<file path="src/bhl_pkg.sv">
// Shared package for the streaming lookup2 byte hash.
// Holds constants, the command passed from front to back, and the mix step.
// No dependencies.
package bhl_pkg;

  localparam logic [31:0] GOLDEN = 32'h9e3779b9;
  localparam int BLOCK_BYTES = 12;
  localparam int POS_W = $clog2(BLOCK_BYTES);
  localparam int MIX_STEPS = 9;
  localparam int STEP_W = $clog2(MIX_STEPS);
  localparam int QUEUE_DEPTH = 4;
  localparam int QPTR_W = $clog2(QUEUE_DEPTH);
  localparam int QCNT_W = $clog2(QUEUE_DEPTH + 1);

  typedef struct packed {
    logic        final_cmd;
    logic        fresh;
    logic [31:0] key_seed;
    logic [31:0] add_a;
    logic [31:0] add_b;
    logic [31:0] add_c;
  } cmd_t;

  typedef struct packed {
    logic [31:0] a;
    logic [31:0] b;
    logic [31:0] c;
  } mix_t;

  function automatic mix_t mix_step(input logic [STEP_W-1:0] step, input mix_t m);
    mix_t r;
    r = m;
    case (step)
      4'd0: r.a = (m.a - m.b - m.c) ^ (m.c >> 13);
      4'd1: r.b = (m.b - m.c - m.a) ^ (m.a << 8);
      4'd2: r.c = (m.c - m.a - m.b) ^ (m.b >> 13);
      4'd3: r.a = (m.a - m.b - m.c) ^ (m.c >> 12);
      4'd4: r.b = (m.b - m.c - m.a) ^ (m.a << 16);
      4'd5: r.c = (m.c - m.a - m.b) ^ (m.b >> 5);
      4'd6: r.a = (m.a - m.b - m.c) ^ (m.c >> 3);
      4'd7: r.b = (m.b - m.c - m.a) ^ (m.a << 10);
      4'd8: r.c = (m.c - m.a - m.b) ^ (m.b >> 15);
      default: r = m;
    endcase
    return r;
  endfunction

endpackage

</file>
<file path="src/bhl_front.sv">
// Front end: accepts key bytes, gathers 12-byte blocks and issues block and
// final commands to the queue. Holds the seed register. Depends on bhl_pkg.
module bhl_front (
  input  logic          clk,
  input  logic          rst,
  input  logic          seed_we,
  input  logic [31:0]   seed_data,
  input  logic [7:0]    data_byte,
  input  logic          has_byte,
  input  logic          last_byte,
  input  logic          in_valid,
  output logic          in_ready,
  output logic          push_valid,
  output bhl_pkg::cmd_t push_cmd,
  input  logic          push_ready
);
  import bhl_pkg::*;

  logic [7:0]       buffer [BLOCK_BYTES];
  logic [POS_W-1:0] pos;
  logic [31:0]      key_len;
  logic             in_key;
  logic             issued;
  logic [31:0]      key_seed;
  logic [31:0]      seed_value;
  logic             pend_valid;
  cmd_t             pend_cmd;

  logic             accept;
  logic             block_done;
  logic             fresh_now;
  logic [31:0]      seed_now;
  logic [31:0]      len_next;
  logic [POS_W-1:0] count;
  logic [7:0]       view [BLOCK_BYTES];
  logic [7:0]       kept [BLOCK_BYTES];
  cmd_t             blk_cmd;
  cmd_t             fin_cmd;

  assign in_ready   = !pend_valid && push_ready;
  assign accept     = in_valid && in_ready;
  assign block_done = has_byte && (pos == POS_W'(BLOCK_BYTES - 1));
  assign fresh_now  = !issued;
  assign seed_now   = in_key ? key_seed : seed_value;
  assign len_next   = key_len + 32'(has_byte);
  assign count      = block_done ? '0 : pos + POS_W'(has_byte);

  always_comb begin
    for (int i = 0; i < BLOCK_BYTES; i++) begin
      view[i] = (has_byte && pos == POS_W'(i)) ? data_byte : buffer[i];
      kept[i] = (POS_W'(i) < count) ? view[i] : 8'h00;
    end
  end

  always_comb begin
    blk_cmd.final_cmd = 1'b0;
    blk_cmd.fresh     = fresh_now;
    blk_cmd.key_seed  = seed_now;
    blk_cmd.add_a     = {view[3], view[2], view[1], view[0]};
    blk_cmd.add_b     = {view[7], view[6], view[5], view[4]};
    blk_cmd.add_c     = {view[11], view[10], view[9], view[8]};
    fin_cmd.final_cmd = 1'b1;
    fin_cmd.fresh     = fresh_now && !block_done;
    fin_cmd.key_seed  = seed_now;
    fin_cmd.add_a     = {kept[3], kept[2], kept[1], kept[0]};
    fin_cmd.add_b     = {kept[7], kept[6], kept[5], kept[4]};
    fin_cmd.add_c     = len_next + {kept[10], kept[9], kept[8], 8'h00};
  end

  always_comb begin
    push_valid = 1'b0;
    push_cmd   = fin_cmd;
    if (pend_valid) begin
      push_valid = 1'b1;
      push_cmd   = pend_cmd;
    end else if (accept && block_done) begin
      push_valid = 1'b1;
      push_cmd   = blk_cmd;
    end else if (accept && last_byte) begin
      push_valid = 1'b1;
      push_cmd   = fin_cmd;
    end
  end

  always_ff @(posedge clk) begin
    if (accept && has_byte) begin
      buffer[pos] <= data_byte;
    end
    if (accept && block_done && last_byte) begin
      pend_cmd <= fin_cmd;
    end
  end

  always_ff @(posedge clk) begin
    if (rst) begin
      seed_value <= '0;
      pos        <= '0;
      key_len    <= '0;
      in_key     <= 1'b0;
      issued     <= 1'b0;
      key_seed   <= '0;
      pend_valid <= 1'b0;
    end else begin
      if (seed_we) begin
        seed_value <= seed_data;
      end
      if (pend_valid && push_ready) begin
        pend_valid <= 1'b0;
      end
      if (accept) begin
        if (has_byte && !in_key) begin
          key_seed <= seed_value;
          in_key   <= 1'b1;
        end
        if (block_done) begin
          issued <= 1'b1;
        end
        pos     <= count;
        key_len <= len_next;
        if (last_byte) begin
          in_key  <= 1'b0;
          issued  <= 1'b0;
          pos     <= '0;
          key_len <= '0;
          if (block_done) begin
            pend_valid <= 1'b1;
          end
        end
      end
    end
  end

endmodule

</file>
<file path="src/bhl_queue.sv">
// Short command queue between the front and back ends of the hash.
// One push per cycle unless full, one pop unless empty. Depends on bhl_pkg.
module bhl_queue (
  input  logic          clk,
  input  logic          rst,
  input  logic          push_valid,
  input  bhl_pkg::cmd_t push_cmd,
  output logic          push_ready,
  output logic          pop_valid,
  output bhl_pkg::cmd_t pop_cmd,
  input  logic          pop_ready
);
  import bhl_pkg::*;

  cmd_t              entries [QUEUE_DEPTH];
  logic [QPTR_W-1:0] head;
  logic [QPTR_W-1:0] tail;
  logic [QCNT_W-1:0] fill;
  logic              do_push;
  logic              do_pop;

  assign push_ready = (fill != QCNT_W'(QUEUE_DEPTH));
  assign pop_valid  = (fill != '0);
  assign pop_cmd    = entries[head];
  assign do_push    = push_valid && push_ready;
  assign do_pop     = pop_valid && pop_ready;

  always_ff @(posedge clk) begin
    if (do_push) begin
      entries[tail] <= push_cmd;
    end
  end

  always_ff @(posedge clk) begin
    if (rst) begin
      head <= '0;
      tail <= '0;
      fill <= '0;
    end else begin
      if (do_push) begin
        tail <= (tail == QPTR_W'(QUEUE_DEPTH - 1)) ? '0 : tail + QPTR_W'(1);
      end
      if (do_pop) begin
        head <= (head == QPTR_W'(QUEUE_DEPTH - 1)) ? '0 : head + QPTR_W'(1);
      end
      fill <= fill + QCNT_W'(do_push) - QCNT_W'(do_pop);
    end
  end

endmodule

</file>
<file path="src/bhl_back.sv">
// Back end: adds each block into the mix words and runs the nine-line mix, one line
// per cycle unless the output stalls, and registers final hashes. Depends on bhl_pkg.
module bhl_back (
  input  logic          clk,
  input  logic          rst,
  input  logic          pop_valid,
  input  bhl_pkg::cmd_t pop_cmd,
  output logic          pop_ready,
  output logic [31:0]   hash_value,
  output logic          out_valid,
  input  logic          out_ready
);
  import bhl_pkg::*;

  typedef enum logic {IDLE, MIX} state_t;

  state_t            state;
  logic [STEP_W-1:0] step;
  logic              is_final;
  mix_t              words;
  mix_t              base;
  mix_t              stepped;
  logic              last_step;
  logic              hold;

  assign pop_ready = (state == IDLE);
  assign last_step = (step == STEP_W'(MIX_STEPS - 1));
  assign hold      = last_step && is_final && out_valid && !out_ready;
  assign stepped   = mix_step(step, words);

  always_comb begin
    if (pop_cmd.fresh) begin
      base.a = GOLDEN;
      base.b = GOLDEN;
      base.c = pop_cmd.key_seed;
    end else begin
      base = words;
    end
  end

  always_ff @(posedge clk) begin
    if (rst) begin
      state     <= IDLE;
      step      <= '0;
      is_final  <= 1'b0;
      out_valid <= 1'b0;
    end else begin
      if (out_valid && out_ready) begin
        out_valid <= 1'b0;
      end
      case (state)
        IDLE: begin
          if (pop_valid) begin
            words.a  <= base.a + pop_cmd.add_a;
            words.b  <= base.b + pop_cmd.add_b;
            words.c  <= base.c + pop_cmd.add_c;
            is_final <= pop_cmd.final_cmd;
            step     <= '0;
            state    <= MIX;
          end
        end
        MIX: begin
          if (!hold) begin
            words <= stepped;
            if (last_step) begin
              state <= IDLE;
              if (is_final) begin
                hash_value <= stepped.c;
                out_valid  <= 1'b1;
              end
            end else begin
              step <= step + STEP_W'(1);
            end
          end
        end
        default: state <= IDLE;
      endcase
    end
  end

endmodule

</file>
<file path="src/byte_hash_32bit_lookup2.sv">
// Top level of the streaming 32-bit lookup2 byte hash.
// Instantiates bhl_front, bhl_queue and bhl_back; depends on bhl_pkg.
//
// Usage: the key arrives one byte per input transaction on in_valid/in_ready
// with data_byte, has_byte and last_byte. A transaction with last_byte set
// ends the key; a transaction with has_byte clear and last_byte set on its own
// hashes the empty key. Each key yields one hash transaction on
// out_valid/out_ready carrying hash_value.
// seed_we writes seed_data into the seed register; a key takes the seed that
// is present when its first byte is accepted.
// Throughput: one byte per cycle while in_ready is high. Every twelfth byte
// issues a block mix that occupies the back end for an add step and the nine
// mix lines, overlapping the collection of the next block. Each key also needs
// a final mix of the same steps, which bounds the rate of short keys.
// A key whose last byte completes a block holds in_ready low while its final
// command waits in a pending register. The four-entry command queue absorbs
// bursts of short keys; when it fills, in_ready drops.
// Reset clears the seed to zero and discards any key in progress and any
// pending hash. When the receiver stalls, the finished hash is held in the
// output register and the back end waits before completing the next hash.
module byte_hash_32bit_lookup2 (
  input  logic        clk,
  input  logic        rst,
  input  logic        seed_we,
  input  logic [31:0] seed_data,
  input  logic [7:0]  data_byte,
  input  logic        has_byte,
  input  logic        last_byte,
  input  logic        in_valid,
  output logic        in_ready,
  output logic [31:0] hash_value,
  output logic        out_valid,
  input  logic        out_ready
);
  import bhl_pkg::*;

  logic push_valid;
  logic push_ready;
  cmd_t push_cmd;
  logic pop_valid;
  logic pop_ready;
  cmd_t pop_cmd;

  bhl_front u_front (
    .clk        (clk),
    .rst        (rst),
    .seed_we    (seed_we),
    .seed_data  (seed_data),
    .data_byte  (data_byte),
    .has_byte   (has_byte),
    .last_byte  (last_byte),
    .in_valid   (in_valid),
    .in_ready   (in_ready),
    .push_valid (push_valid),
    .push_cmd   (push_cmd),
    .push_ready (push_ready)
  );

  bhl_queue u_queue (
    .clk        (clk),
    .rst        (rst),
    .push_valid (push_valid),
    .push_cmd   (push_cmd),
    .push_ready (push_ready),
    .pop_valid  (pop_valid),
    .pop_cmd    (pop_cmd),
    .pop_ready  (pop_ready)
  );

  bhl_back u_back (
    .clk        (clk),
    .rst        (rst),
    .pop_valid  (pop_valid),
    .pop_cmd    (pop_cmd),
    .pop_ready  (pop_ready),
    .hash_value (hash_value),
    .out_valid  (out_valid),
    .out_ready  (out_ready)
  );

endmodule

</file>
<file path="config.mk">
export PLATFORM = sky130hd
export DESIGN_NAME = byte_hash_32bit_lookup2
export DESIGN_NICKNAME = d
export VERILOG_FILES = /design/src/bhl_pkg.sv /design/src/bhl_front.sv /design/src/bhl_queue.sv /design/src/bhl_back.sv /design/src/byte_hash_32bit_lookup2.sv
export SDC_FILE = /design/constraint.sdc
export NUM_CORES = 2
export LEC_CHECK = 0
export BUFFER_PORTS_ARGS = -buffer_cell sky130_fd_sc_hd__buf_2
export CORE_UTILIZATION = 50
export CTS_CLUSTER_DIAMETER = 50
export DETAILED_ROUTE_END_ITERATION = 10
export GPL_ROUTABILITY_DRIVEN = 0
export HOLD_SLACK_MARGIN = 0.03
export PLACE_DENSITY = 0.66
export SLEW_MARGIN = 20
export SYNTH_ARGS = -nofsm -noshare
export SYNTH_HDL_FRONTEND = slang
export SYNTH_SLANG_ARGS = --single-unit
</file>
<file path="constraint.sdc">
create_clock -name clk -period 17.56 [get_ports clk]
set_input_delay 3.512 -clock clk [delete_from_list [all_inputs] [get_ports clk]]
set_output_delay 3.512 -clock clk [all_outputs]
set_load 0.03 [all_outputs]
</file>
==> flow_summary.yaml <==
clocking:
  htree_levels: 3
  clk_latency_ps: 730
  tritoncts: "yes"
  path_clk_slew_ps: 60
  cts_setup_buffers: 0
  root_buffer: "clkbuf_16"
  post_cts_resized: 0
  cts_buffers: 110
  clock-sinks: 984
  clk_path_buf_depth: 3
  hold_buffers: 0
outcome:
  status: "finished clean"
final_layout:
  fillCellCount: 9037
  design_area_sq_mm: 0.0609
  areaGrowthSynthToFinish_pct: 10.2
  final_common_cell: "edfxtp_1"
  nNetsFinal: 5096
  diodes: 0
  stdcell_count: 6289
  drive_gt1_frac: 0.131
  layout_common_cells: "edfxtp_1, nor2_1, nand2_1"
  final_core_util: 0.558
place:
  postPlaceCellArea_sq_mm: 0.0572
  hpwl_microns: 110000
  portBuffers: 80
  place_inst: 6085
global_route:
  antenna_found_initial: 0
  grt_pass1_vias: 35820
  overflow: 0
  grt_pass1_wl_microns: 227000
  gr-usage-all-layers: 0.269
  grt_max_degree: 98
logic_synthesis:
  synth_nets: 5054
  syn_area_per_cell_sq_um: 11.8
  synthArstFlopShare: 0
  synth_edf_count: 865
  ys_warn_count: 0
  synthDistinctLibCells: 97
  yosysSeqAreaShare: 0.513
  ys.flop_type: "edfxtp_1"
  netlist_area_sq_mm: 0.0553
  synth-seq-cells: 984
  syn_inst: 4679
die:
  die_h_microns: 334
  rows: 121
  coreArea_sq_mm: 0.109
  die_w_microns: 334
  fp.dieArea_sq_mm: 0.112
  ios: 81
  start_util: 0.506
setup_path:
  cp-start-kind: "input pin"
  required_ps: 18040
  cp_max_fo: 8
  cp.arrival_ps: 8470
  critPathKind: "input pin to register"
  r2r_cells: 17
  end_kind: "register"
min_path:
  hp-class: "register to register"
  hold_depth: 2
sta:
  slew-limit-headroom: 0.263
  achievable-frequency_ghz: 0.125
  slew_viol_final: 0
  finalCritPeriodShare: 0.455
  post-route-min-period_ps: 8000
  rsz0062_at_grt: "false"
  tightest_slew_ps: 1100
  clock_skew_ps: 59.4
  finalSetupViolations: 0
  timing.setup.tns_ps: 0
  hold_violations: 0
drt:
  wl_per_cell_microns: 24.2
  drt_first_pass_iters: 6
  drtAntennaViolNets: 0
  drc_errors: 0
  routed_wl_microns: 152000
  viasPerCell: 6.00
  dr_total_vias: 37737
  drt_iter0_markers: 3886
run:
  maxCapViolCount: 0
## critical path: stages
cell and delay, ps:
buf_2 180, ha_1 260, ha_1 200, xnor2_1 300, o21ai_1 200, o21ai_1 550, nor2_1 110, ha_1 240
fa_1 460, a21o_1 180, a21oi_1 260, o21ai_0 150, a22oi_1 280, o22ai_1 200, a21oi_1 290, a311oi_1 190
a31oi_1 240, xnor2_1 160, mux2i_1 100, o21ai_0 400
## worst paths after layout
kind / slack, ps / start / endpoint
max: 9560 / has_byte / u_queue.entries[1][30]
min: 450 / u_front.key_seed[22] / u_front.key_seed[22]
min reg2reg: 450 / u_front.key_seed[22] / u_front.key_seed[22]
max reg2reg: 11340 / register / u_back.words[62]
## routing by layer
metal  wire length, microns  GRT usage
met5                      0          0
met4                   7310      0.118
met2                  67200      0.407
met1                  68000      0.389
met3                   9570     0.0354
## kinds of logic after synthesis
| logic type | count (synthesis) | synth area share |
|---|---|---|
| AND/OR/NAND/NOR | 1168 | 0.0940 |
| flip-flops | 984 | 0.513 |
| multiplexers | 355 | 0.0957 |
| buffers and inverters | 376 | 0.0257 |
| AO/OA/AOI/OAI | 1090 | 0.123 |
| adder cells (fa/ha/maj) | 328 | 0.0876 |
| XOR/XNOR | 378 | 0.0605 |
## final cells by class
cell class / count / area (sq um) / area share
Multi-Input combinational cell: 3319 / 25500 / 0.419
Tap cell: 1476 / 1850 / 0.0303
Timing Repair Buffer: 136 / 836 / 0.0137
Inverter: 170 / 638 / 0.0105
Clock buffer: 129 / 2860 / 0.0469
Clock inverter: 75 / 820 / 0.0135
Sequential cell: 984 / 28400 / 0.466
## cell usage after synthesis, drive strengths merged (20+ instances only)
library cell  count  area share
o21ai           338       0.031
o21bai           21      0.0029
a31oi            33      0.0038
nand4            20      0.0023
a22oi            36      0.0049
or2              46      0.0052
mux4            130       0.053
mux2             84       0.017
inv             170       0.012
ha              230       0.052
nor2            417       0.028
and2             21      0.0024
dfxtp           119       0.043
and3             22      0.0025
edfxtp          865        0.47
o22ai            41      0.0048
a21oi           318       0.029
nand2b           47      0.0053
a21o             86       0.012
o21a             29      0.0039
a211oi           33      0.0048
fa               98       0.036
clkbuf          166       0.011
xor2             96       0.015
mux2i           141       0.026
buf              40      0.0028
o211ai           23      0.0032
nand3            65      0.0059
nand2           401       0.027
nor3             44      0.0040
xnor2           282       0.045
nor2b            30      0.0034
## metrics by stage
step	hold slack, ps	setup WS (ps)
2_1_floorplan	433	9640
3_3_place_gp	438	9090
3_5_place_dp	443	9010
6_report	451	9560
4_1_cts	452	9770
5_1_grt	468	9250
## flip-flops by register name (all words and copies together) (netlist names), 4 cells and up, named ones only
register	flops
u_queue.entries	520
u_front.pend_cmd	129
u_back.words	96
u_front.buffer	88
u_back.hash_value	32
u_front.key_len	32
u_front.key_seed	32
u_front.seed_value	32
u_back.step	4
u_front.pos	4
Power is not shown: default switching activity piles up to over one toggle a cycle in this logic, so the estimate is an artifact.
